==> config.mk <==
export PLATFORM = sky130hd
export DESIGN_NAME = bc_queue
export DESIGN_NICKNAME = d
export VERILOG_FILES = /design/src/hw/rtl/bc_pkg.sv /design/src/hw/rtl/bc_queue.sv
export SDC_FILE = /design/constraint.sdc
export NUM_CORES = 1
export LEC_CHECK = 0
export ABC_CLOCK_PERIOD_IN_PS = 6100
export BUFFER_PORTS_ARGS = -buffer_cell sky130_fd_sc_hd__buf_4
export CAP_MARGIN = 20
export CORE_MARGIN = 2
export CORE_UTILIZATION = 52
export CTS_CLUSTER_DIAMETER = 150
export CTS_CLUSTER_SIZE = 25
export DETAILED_ROUTE_END_ITERATION = 7
export MAX_ROUTING_LAYER = met4
export PLACE_DENSITY = 0.79
export SYNTH_ARGS = -nofsm -noshare
export SYNTH_HDL_FRONTEND = slang
export SYNTH_SLANG_ARGS = --single-unit
==> constraint.sdc <==
create_clock -name clk -period 6.1 [get_ports clk]
set_input_delay 1.525 -clock clk [delete_from_list [all_inputs] [get_ports clk]]
set_output_delay 1.525 -clock clk [all_outputs]
set_load 0.01 [all_outputs]
==> src/hw/rtl/bc_pkg.sv <==
// shared types, constants and helpers of the barometric compensation core
// no dependencies
package bc_pkg;

	localparam int DATA_W          = 32;
	localparam int CFG_IDX_W       = 3;
	localparam int QUEUE_DEPTH_DEF = 2;

	localparam logic [31:0] B5_OFFSET = 32'd4000;
	localparam logic [31:0] P_C1      = 32'd3038;
	localparam logic [31:0] P_C2      = 32'hFFFF_E343;
	localparam logic [31:0] P_C3      = 32'd3791;
	localparam logic [31:0] OSS_BASE  = 32'd50000;
	localparam logic [31:0] B4_BIAS   = 32'd32768;
	localparam logic [31:0] T_ROUND   = 32'd8;

	typedef enum logic [CFG_IDX_W-1:0] {
		REG_AC1  = 3'd0,
		REG_AC2  = 3'd1,
		REG_AC3  = 3'd2,
		REG_AC4  = 3'd3,
		REG_TGO  = 3'd4,
		REG_TCRV = 3'd5,
		REG_B1   = 3'd6,
		REG_B2   = 3'd7
	} bc_reg_t;

	typedef struct packed {
		logic [15:0] ac1;
		logic [15:0] ac2;
		logic [15:0] ac3;
		logic [15:0] ac4;
		logic [15:0] ac5;
		logic [15:0] ac6;
		logic [15:0] mc;
		logic [15:0] md;
		logic [15:0] b1;
		logic [15:0] b2;
	} bc_cal_t;

	localparam bc_cal_t CAL_RESET = '{
		ac1: 16'd408,
		ac2: 16'hFFB8,
		ac3: 16'hC7D1,
		ac4: 16'd32741,
		ac5: 16'h7FF5,
		ac6: 16'h5A71,
		mc:  16'hDDF9,
		md:  16'h0B34,
		b1:  16'd6190,
		b2:  16'd4
	};

	// one beat handed from the temperature side to the pressure side
	typedef struct packed {
		logic [31:0] temperature;
		logic [31:0] b5;
		logic [18:0] up;
		logic [1:0]  oss;
		logic        fault;
	} bc_entry_t;

	function automatic logic [31:0] sx16(input logic [15:0] v);
		return {{16{v[15]}}, v};
	endfunction

	function automatic logic [31:0] asr(input logic [31:0] v, input int unsigned s);
		logic [31:0] r;
		r = 32'($signed(v) >>> s);
		return r;
	endfunction

endpackage

==> src/hw/rtl/bc_queue.sv <==
// short queue between the temperature and pressure sides
// uses bc_pkg for the entry type
module bc_queue #(
	parameter int DEPTH = 2
) (
	input  logic              clk,
	input  logic              arst_n,
	input  logic              push,
	input  bc_pkg::bc_entry_t din,
	output logic              out_valid,
	output bc_pkg::bc_entry_t dout
);
	import bc_pkg::*;

	localparam int PTR_W = (DEPTH > 1) ? $clog2(DEPTH) : 1;
	localparam int CNT_W = $clog2(DEPTH + 1);

	bc_entry_t        mem_q [DEPTH];
	logic [PTR_W-1:0] wr_q, rd_q;
	logic [CNT_W-1:0] cnt_q;
	logic             pop;

	// the pressure side never stalls, so the head leaves as soon as it shows
	assign out_valid = (cnt_q != '0);
	assign pop       = out_valid;
	assign dout      = mem_q[rd_q];

	always_ff @(posedge clk or negedge arst_n) begin
		if (!arst_n) begin
			wr_q  <= '0;
			rd_q  <= '0;
			cnt_q <= '0;
		end else begin
			if (push) wr_q <= (wr_q == PTR_W'(DEPTH - 1)) ? '0 : wr_q + 1'b1;
			if (pop)  rd_q <= (rd_q == PTR_W'(DEPTH - 1)) ? '0 : rd_q + 1'b1;
			cnt_q <= cnt_q + CNT_W'(push) - CNT_W'(pop);
		end
	end

	always_ff @(posedge clk) begin
		if (push) mem_q[wr_q] <= din;
	end

endmodule

==> results.yml, run 1 <==
synthesis:
  syn_nets: 371
  async_reset_ff_share_pct: 2.273
  synth-main-ff-cell: "edfxtp_1"
  yosysWarningCount: 0
  syn_inst: 281
  synth.most_common_cell: "edfxtp_1"
  yosysTopAreaCell: "edfxtp_1"
  yosysSeqAreaShare_pct: 81.06
  yosys-top-cells-area: "edfxtp_1 80%, mux2_2 9.7%, mux2_4 6.9%"
  synth-edff-count: 172
  syn_area_per_cell_sq_um: 23.11
  synth_commonest_cells: "172 x edfxtp_1, 56 x mux2_2, 30 x mux2_4"
  netlist.area_leader.share_pct: 79.52
  ys_seq_elements: 176
  syn-cell-area_sq_um: 6495
  synth.distinct_cells: 13
floorplanning:
  start_util_pct: 53.63
  dieArea_sq_um: 13400
  ios: 176
  die-height_microns: 115.8
  placementRows: 40
  core_sq_um: 12110
  dieWidth_microns: 115.8
cells_and_area:
  nFillCells: 788
  drive_above_1_share_pct: 61.20
  multi_input_area_sq_um: 1159
  diodes: 0
  area_delta_synth_final_pct: 32.19
  seq_area_sq_um: 5269
  fin_nets: 559
  utilization_pct: 70.89
  post-route-cell-area_sq_um: 8586
placement:
  io_buffers: 175
  pre_cts_ws_ns: 2.489
  postPlaceCellArea_sq_um: 7981
  gp_congestion: 0.6979
  hpwlAfterDp_microns: 7410
sta:
  fin_crit_ns: 4.016
  setup_viol_count_final: 0
  hold_slack_ns: 0.5518
  hold_violations: 0
  post-route-period-util_pct: 65.84
  worst_pin_slew_ns: 0.9749
  finalClockSkew_ns: 0.005038
  maxSlewHeadroom_pct: 35.00
  setup_tns_ns: 0
  setup_ws_ns: 2.084
  slew_viol_final: 0
  rsz0062_at_grt: "no"
  max_clock_freq_ghz: 0.2490
worst_setup_path:
  arrival_ns: 2.49
  start_kind: "flip-flop"
  path_class: "reg2out"
  ff2ff_setup_slack_ns: 4.08
  crit_required_ns: 4.58
  startpoint: "rd_q"
  crit_fanout: 68
  crit_path_end_kind: "primary output"
  r2r_start: "wr_q"
drt:
  dr.pass1.iters: 4
  dr.first_iter.drc_count: 258
  num_vias: 3219
  via_per_inst: 4.952
  drt-wirelength-per-cell_microns: 17.23
  final_antenna_net_count: 0
  wirelength_microns: 11200
  drc: 0
clocking:
  cts_tree: "built"
  post_cts_resized: 0
  insertion_delay_ns: 0.42
  numCtsBuffers: 17
  cts.path.max_buffers: 2
  cts_setup_buffers: 0
  cts_root_buf: "clkbuf_16"
  clock_sinks: 176
  path_clk_slew_ns: 0.06
  ctsHtreeMaxLevel: 4
  hold_buffers: 0
global_routing:
  gr-total-overflow: 0
  grt.total_usage_pct: 17.63
  grt_pass1_vias: 3349
  grt_max_degree: 69
  antenna_found_initial: 0
  grt_pass1_wl_microns: 16560
worst_hold_path:
  hold_path_class: "reg2reg"
  min_from: "wr_q"
power:
  static-leakage-power_nw: 3.310
  power.density_nw_per_um2: 460.4
  irDropWorstVdd_mv: 0.3043
job:
  cap_violations: 0
outcome:
  outcome: "complete, no violations"
[sequential cells by signal, indices dropped and copies added, names as in the netlist]
signal	count
cnt_q	2
mem_q	172
rd_q	1
wr_q	1
[cell usage in the layout (no fill, tap or decap)]
cell	netlist	routed
clkbuf_16	0	17
clkbuf_1	0	4
mux2_2	56	56
and2_4	0	1
mux2_4	30	30
edfxtp_1	172	172
nor2b_4	0	1
clkinv_1	0	2
xor2_1	2	2
ha_1	1	1
bufinv_16	0	4
clkinv_4	0	1
xnor2_1	1	1
nor2b_1	2	1
dfrtp_1	4	3
nand2_1	1	1
clkinv_2	0	1
clkinvlp_4	0	3
dfrtp_4	0	1
buf_4	0	179
or2_2	1	1
[logic make-up (layout without fill, tap and decap cells)]
group | after synthesis | after routing | synth area share [%]
buf+inv | 10 | 211 | 1.252
xor+xnor | 3 | 3 | 0.4046
simple gates | 5 | 5 | 0.4431
mux | 86 | 86 | 16.64
fa+ha+maj | 1 | 1 | 0.1926
flops | 176 | 176 | 81.06
[power breakdown]
| group | internal [mW] | switching [mW] |
|---|---|---|
| registers | 1.60 | 0.145 |
| clock network | 0.682 | 0.414 |
| logic | 0.645 | 0.467 |
[area by class of cell]
| type | count | area share, % |
|---|---|---|
| clock buffer | 21 | 5.130 |
| clock inverter | 11 | 1.909 |
| multi-input combinational | 95 | 13.49 |
| sequential | 176 | 61.37 |
| tap | 168 | 2.448 |
| timing repair buffer | 179 | 15.65 |
[path summary, 6_finish.rpt]
| kind | depth (start not counted) | end |
|---|---|---|
| max in group asynchronous | 1 | rd_q |
| worst max register to register | 2 | mem_q[1][69] |
| worst min-delay path | 1 | wr_q |
| min in group asynchronous | 1 | cnt_q[0] |
| worst min register to register | 1 | wr_q |
| worst max-delay path | 3 | dout[6] |
[metal layers]
layer / share of wire [%] / global-route usage [%] / vias to the layer above
met2: 49 / 27.49 / 144
li1: - / - / 1489
met1: 41 / 20.96 / 1568
met3: 8.1 / 6.433 / 18
met5: 0 / - / -
met4: 1.6 / 7.302 / 0
[worst max-delay path, cell delays in order, from the launching register on]
cell	delay [ns]
dfrtp_4	1.06
buf_4	0.47
mux2_2	0.38
buf_4	0.14
[stage by stage]
stage                     total power, mW  cells
final                               3.953    650
after global routing                4.124    650
after CTS                           3.993    650
after detailed placement            2.899    618
after global placement              2.876    618
after floorplan                     2.417    281
No activity file was read; power rests on OpenSTA's default activity.
==> inputs of run 2 (changes only) <==
Settings changed: ABC_CLOCK_PERIOD_IN_PS 6100 to 3400, CORE_UTILIZATION 52 to 47, PLACE_DENSITY 0.79 to 0.76.
Clock period 6.1 ns to 3.4 ns, I/O delays scaled along.
==> run 2 against run 1 <==
Compared with the run above:
- sequential power up 73%
- final area increased by 0.19%
- utilization is 6.4 points lower
- first-iteration DRC count shrank 31%
- non-clock buffer count rose by 1
- hold slack got worse by 0.33 ns
==> results.yml, run 2 (synthesis results as in run 1) <==
global_routing:
  grt_max_degree: 47
  grt_pass1_vias: 3312
  grt.total_usage_pct: 15.87
  gr-total-overflow: 0
  antenna_found_initial: 0
  grt_pass1_wl_microns: 16860
cells_and_area:
  area_delta_synth_final_pct: 32.44
  final_cell_mix: "178 x buf_4, 172 x edfxtp_1, 56 x mux2_2, 30 x mux2_4, 17 x clkbuf_16"
  fin_cells: 659
  drive_above_1_share_pct: 61.49
  largest_register_ffs: 172
  nFillCells: 949
  final_common_cell: "buf_4"
  fin_nets: 560
  regMostFlops: "mem_q"
  reg_top3: "mem_q x172, cnt_q x2"
  diodes: 0
power:
  share_seq_of_total_power_pct: 42.9
  swShare_pct: 26.27
  clkPwrFrac_pct: 26.7
  power.internal_mw: 5.194
  static-leakage-power_nw: 3.320
  irDropWorstVdd_mv: 0.3852
  p_switching_mw: 1.851
  combinationalPowerShare_pct: 30.3
  power.density_nw_per_um2: 818.9
drt:
  met1_length_microns: 4894
  num_vias: 3221
  final_antenna_net_count: 0
  highest_layer: "met4"
  drc: 0
  drt-wirelength-per-cell_microns: 17.24
  wirelength_microns: 11360
  dr.pass1.iters: 4
  via_per_inst: 4.888
  wl_met3_microns: 834
  dr.first_iter.drc_count: 179
  met2_length_microns: 5415
sta:
  setup_tns_ns: 0
  post-route-period-util_pct: 83.14
  slew_viol_final: 0
  worst_pin_slew_ns: 0.6273
  rsz0062_at_grt: "no"
  max_clock_freq_ghz: 0.3537
  fin_crit_ns: 2.827
  finalClockSkew_ns: 0.005482
  setup_viol_count_final: 0
  maxSlewHeadroom_pct: 58.18
  hold_slack_ns: 0.2220
  hold_violations: 0
floorplanning:
  core_sq_um: 13350
  dieArea_sq_um: 14780
  start_util_pct: 48.66
  ios: 176
  dieWidth_microns: 121.6
  placementRows: 42
  die-height_microns: 121.6
worst_hold_path:
  hold_path_class: "in2async"
worst_setup_path:
  start_kind: "flip-flop"
  critPathTopFamily: "flip-flops"
  path_buf_inv: 2
  crit_fanout: 45
  path_class: "reg2out"
  critPathSlowestCell: "dfrtp_4"
  crit_path_end_kind: "primary output"
  critPathMaxStageDelay_ns: 0.65
  cp_cell_sequence: "buf_12 > mux2_2 > buf_4"
  arrival_ns: 1.98
  crit_required_ns: 2.55
clocking:
  numCtsBuffers: 17
  cts_setup_buffers: 0
  cts_root_buf: "clkbuf_16"
  hold_buffers: 0
  cts_tree: "built"
  cts.path.max_buffers: 2
  ctsHtreeMaxLevel: 4
  path_clk_slew_ns: 0.06
  clock_sinks: 176
  post_cts_resized: 0
  insertion_delay_ns: 0.41
placement:
  hpwlAfterDp_microns: 7496
  dp.cells: 627
  io_buffers: 175
  gp_congestion: 0.7582
outcome:
  outcome: "complete, no violations"
job:
  cap_violations: 0
[run 2: metrics by stage]
stage	cell area [sq um]	util, %	setup slack [ns]	total power [mW]
finish	8602	64.45	0.5731	7.044
global route	8602	64.45	0.4863	7.350
CTS	8602	64.45	0.5310	7.128
detailed placement	8024	60.11	0.9991	5.244
global placement	8024	60.11	1.020	5.194
floorplan	6502	-	0.09880	4.316
[run 2: worst reg2reg max path: stages (launching register included)]
cell,delay [ns]
dfrtp_1,0.43
and2_4,0.55
buf_12,0.37
[run 2: layout make-up]
type	count	area (sq um)	area share, %
sequential	176	5269	61.25
multi-input combinational	95	1159	13.47
tap	176	220.2	2.560
clock buffer	19	432.9	5.033
clock inverter	13	145.1	1.687
timing repair buffer	180	1376	16.00
[run 2: final timing paths]
kind                        start           to  slack, ns  cells after the start
setup / recovery             rd_q      dout[0]       0.57                      3
hold / removal             arst_n         rd_q       0.22                      1
setup reg to reg             wr_q  mem_q[1][9]       1.72                      2
hold reg to reg              wr_q         wr_q       0.55                      1
max in group asynchronous  arst_n         rd_q       3.07                      1
min in group clk             wr_q         wr_q       0.55                      1
[run 2: power groups by stage]
stage / Sequential (mW) / Combinational [mW] / Clock (mW)
finish: 3.02 / 2.14 / 1.88
global route: 3.06 / 2.27 / 2.02
CTS: 3.03 / 2.18 / 1.92
detailed placement: 3.07 / 2.17 / 0
global placement: 3.06 / 2.14 / 0
floorplan: 3.00 / 1.32 / 0
[run 2: routing by layer]
layer	GRT usage, %	up-vias
met2	24.51	139
met1	20.05	1576
li1	-	1487
met3	4.026	19
met5	-	-
met4	7.040	0
==> inputs of run 3 (changes only) <==
Settings changed: ABC_AREA set to 1, ABC_CLOCK_PERIOD_IN_PS 3400 to 2920, CORE_UTILIZATION 47 to 52, PLACE_DENSITY 0.76 to 0.79.
Clock period 3.4 ns to 2.92 ns, I/O delays scaled along.
==> run 3 against run 2 <==
Compared with the run above:
- total power decreased by 0.86%
- clock power increased by 12%
- combinational power decreased by 34%
- critical endpoint is now dout[85]
- largest cell class unchanged
- largest power group unchanged
==> results.yml, run 3 <==
drt:
  drt-wirelength-per-cell_microns: 15.48
  num_vias: 3985
  drc: 0
  via_per_inst: 4.772
  dr.pass1.iters: 4
  final_antenna_net_count: 0
  wirelength_microns: 12930
  dr.first_iter.drc_count: 221
synthesis:
  syn_nets: 561
  syn_area_per_cell_sq_um: 13.69
  synth.most_common_cell: "nand2_1"
  async_reset_ff_share_pct: 2.273
  syn_inst: 471
  ys_seq_elements: 176
  synth_commonest_cells: "264 x nand2_1, 172 x edfxtp_1, 11 x buf_2"
  synth_compound_area_share_pct: 0.07759
  yosysWarningCount: 0
  yosys.area_share.simple_pct: 15.65
  synth_fa_ha_area_share_pct: 0.1940
  synth.distinct_cells: 13
  yosysSeqAreaShare_pct: 81.63
  synthMuxAreaShare_pct: 0
  synth-main-ff-cell: "edfxtp_1"
  syn-cell-area_sq_um: 6450
  yosysTopAreaCell: "edfxtp_1"
  synth-edff-count: 172
  yosys-top-cells-area: "edfxtp_1 80%, nand2_1 15%, dfrtp_1 1.6%"
  synth_top_family_by_area: "simple AND/OR/NAND/NOR gates"
  synth_xor_area_share_pct: 0.1358
  netlist.area_leader.share_pct: 80.08
clocking:
  numCtsBuffers: 17
  cts_root_buf: "clkbuf_16"
  cts.path.max_buffers: 2
  post_cts_resized: 0
  clock_sinks: 176
  cts_setup_buffers: 0
  insertion_delay_ns: 0.42
  path_clk_slew_ns: 0.06
  hold_buffers: 0
  cts_tree: "built"
  ctsHtreeMaxLevel: 4
worst_hold_path:
  hold_path_class: "in2async"
sta:
  post-route-period-util_pct: 83.80
  hold_violations: 0
  setup_ws_ns: 0.4731
  max_clock_freq_ghz: 0.4087
  worst_pin_slew_ns: 0.6375
  slew_viol_final: 0
  fin_crit_ns: 2.447
  rsz0062_at_grt: "no"
  hold_slack_ns: 0.09442
  maxSlewHeadroom_pct: 57.50
  finalClockSkew_ns: 0.005513
  setup_viol_count_final: 0
  setup_tns_ns: 0
placement:
  pre_cts_ws_ns: 0.9121
  gp_congestion: 0.7854
  io_buffers: 175
  hpwlAfterDp_microns: 8573
floorplanning:
  placementRows: 40
  dieWidth_microns: 115.4
  die-height_microns: 115.4
  dieArea_sq_um: 13310
  start_util_pct: 53.48
  ios: 176
  core_sq_um: 12060
cells_and_area:
  regMostFlops: "mem_q"
  largest_register_ffs: 172
  reg_top3: "mem_q x172, cnt_q x2"
  drive_above_1_share_pct: 32.08
  diodes: 0
  final_common_cell: "nand2_1"
  utilization_pct: 70.40
  area_delta_synth_final_pct: 31.66
  final_cell_mix: "264 x nand2_1, 181 x buf_4, 172 x edfxtp_1, 17 x clkbuf_16, 6 x clkinv_2"
  fin_nets: 744
power:
  irDropWorstVdd_mv: 0.5430
  static-leakage-power_nw: 3.642
  power.density_nw_per_um2: 822.4
worst_setup_path:
  path_class: "reg2out"
  start_kind: "flip-flop"
  ff2ff_setup_slack_ns: 1.41
  arrival_ns: 1.72
  crit_path_end_kind: "primary output"
  crit_required_ns: 2.19
  crit_fanout: 60
outcome:
  outcome: "complete, no violations"
job:
  cap_violations: 0
global_routing:
  gr-total-overflow: 0
  grt_pass1_wl_microns: 19530
  antenna_found_initial: 0
  grt_pass1_vias: 3901
  grt.total_usage_pct: 20.65
  grt_max_degree: 61
==> run 3: cell count changes after synthesis, sizes merged, moves of 2 or more <==
cell / change
buf: +9
nand2: +263
nor2b: -2
nor2: +3
mux2: -86
inv: +5
==> run 3: worst paths after layout <==
kind / from / endpoint / cells after the start
max: rd_q / dout[85] / 4
min: arst_n / cnt_q[1] / 1
max reg2reg: wr_q / mem_q[1][69] / 3
min reg2reg: wr_q / wr_q / 1
max in group asynchronous: arst_n / rd_q / 1
min in group clk: din[84] / mem_q[1][84] / 1
==> run 3: cells by family (layout without fill, tap and decap cells) <==
group,after synthesis,after routing
compound gates,1,1
xor+xnor,1,1
fa+ha+maj,1,1
buf+inv,24,220
flops,176,176
simple gates,268,268
==> run 3: final cells by class <==
type | count | area (sq um)
tap | 168 | 210.2
clock inverter | 14 | 123.9
clock buffer | 18 | 429.2
sequential | 176 | 5266
fill | 821 | 3570
multi-input combinational | 271 | 1044
inverter | 5 | 20.02
timing repair buffer | 183 | 1399
==> run 3: metrics by stage <==
stage               power [mW]  cells  instance area (sq um)
detailed placement       4.942    803                   7939
CTS                      7.057    835                   8492
global placement         4.893    803                   7939
finish                   6.983    835                   8492
floorplan                4.202    471                   6457
global route             7.296    835                   8492
==> run 3: worst max-delay path, cell delays in order (launching register included) <==
cell and delay [ns]:
dfrtp_2 0.38, buf_4 0.51, nand2_1 0.12, nand2_1 0.13, buf_4 0.13
==> run 3: routing by layer <==
metal | part of all wire (%) | global-route usage, % | wire length [microns]
met5 | 0 | - | 0
met4 | 2.7 | 10.12 | 353
met3 | 5.4 | 4.850 | 699
met2 | 55 | 35.36 | 7123
met1 | 37 | 22.61 | 4752
==> run 3: power breakdown <==
part / internal [mW] / switching [mW]
Combinational: 0.571 / 0.847
Sequential: 3.34 / 0.117
Clock: 1.24 / 0.875
Total: 5.14 / 1.84
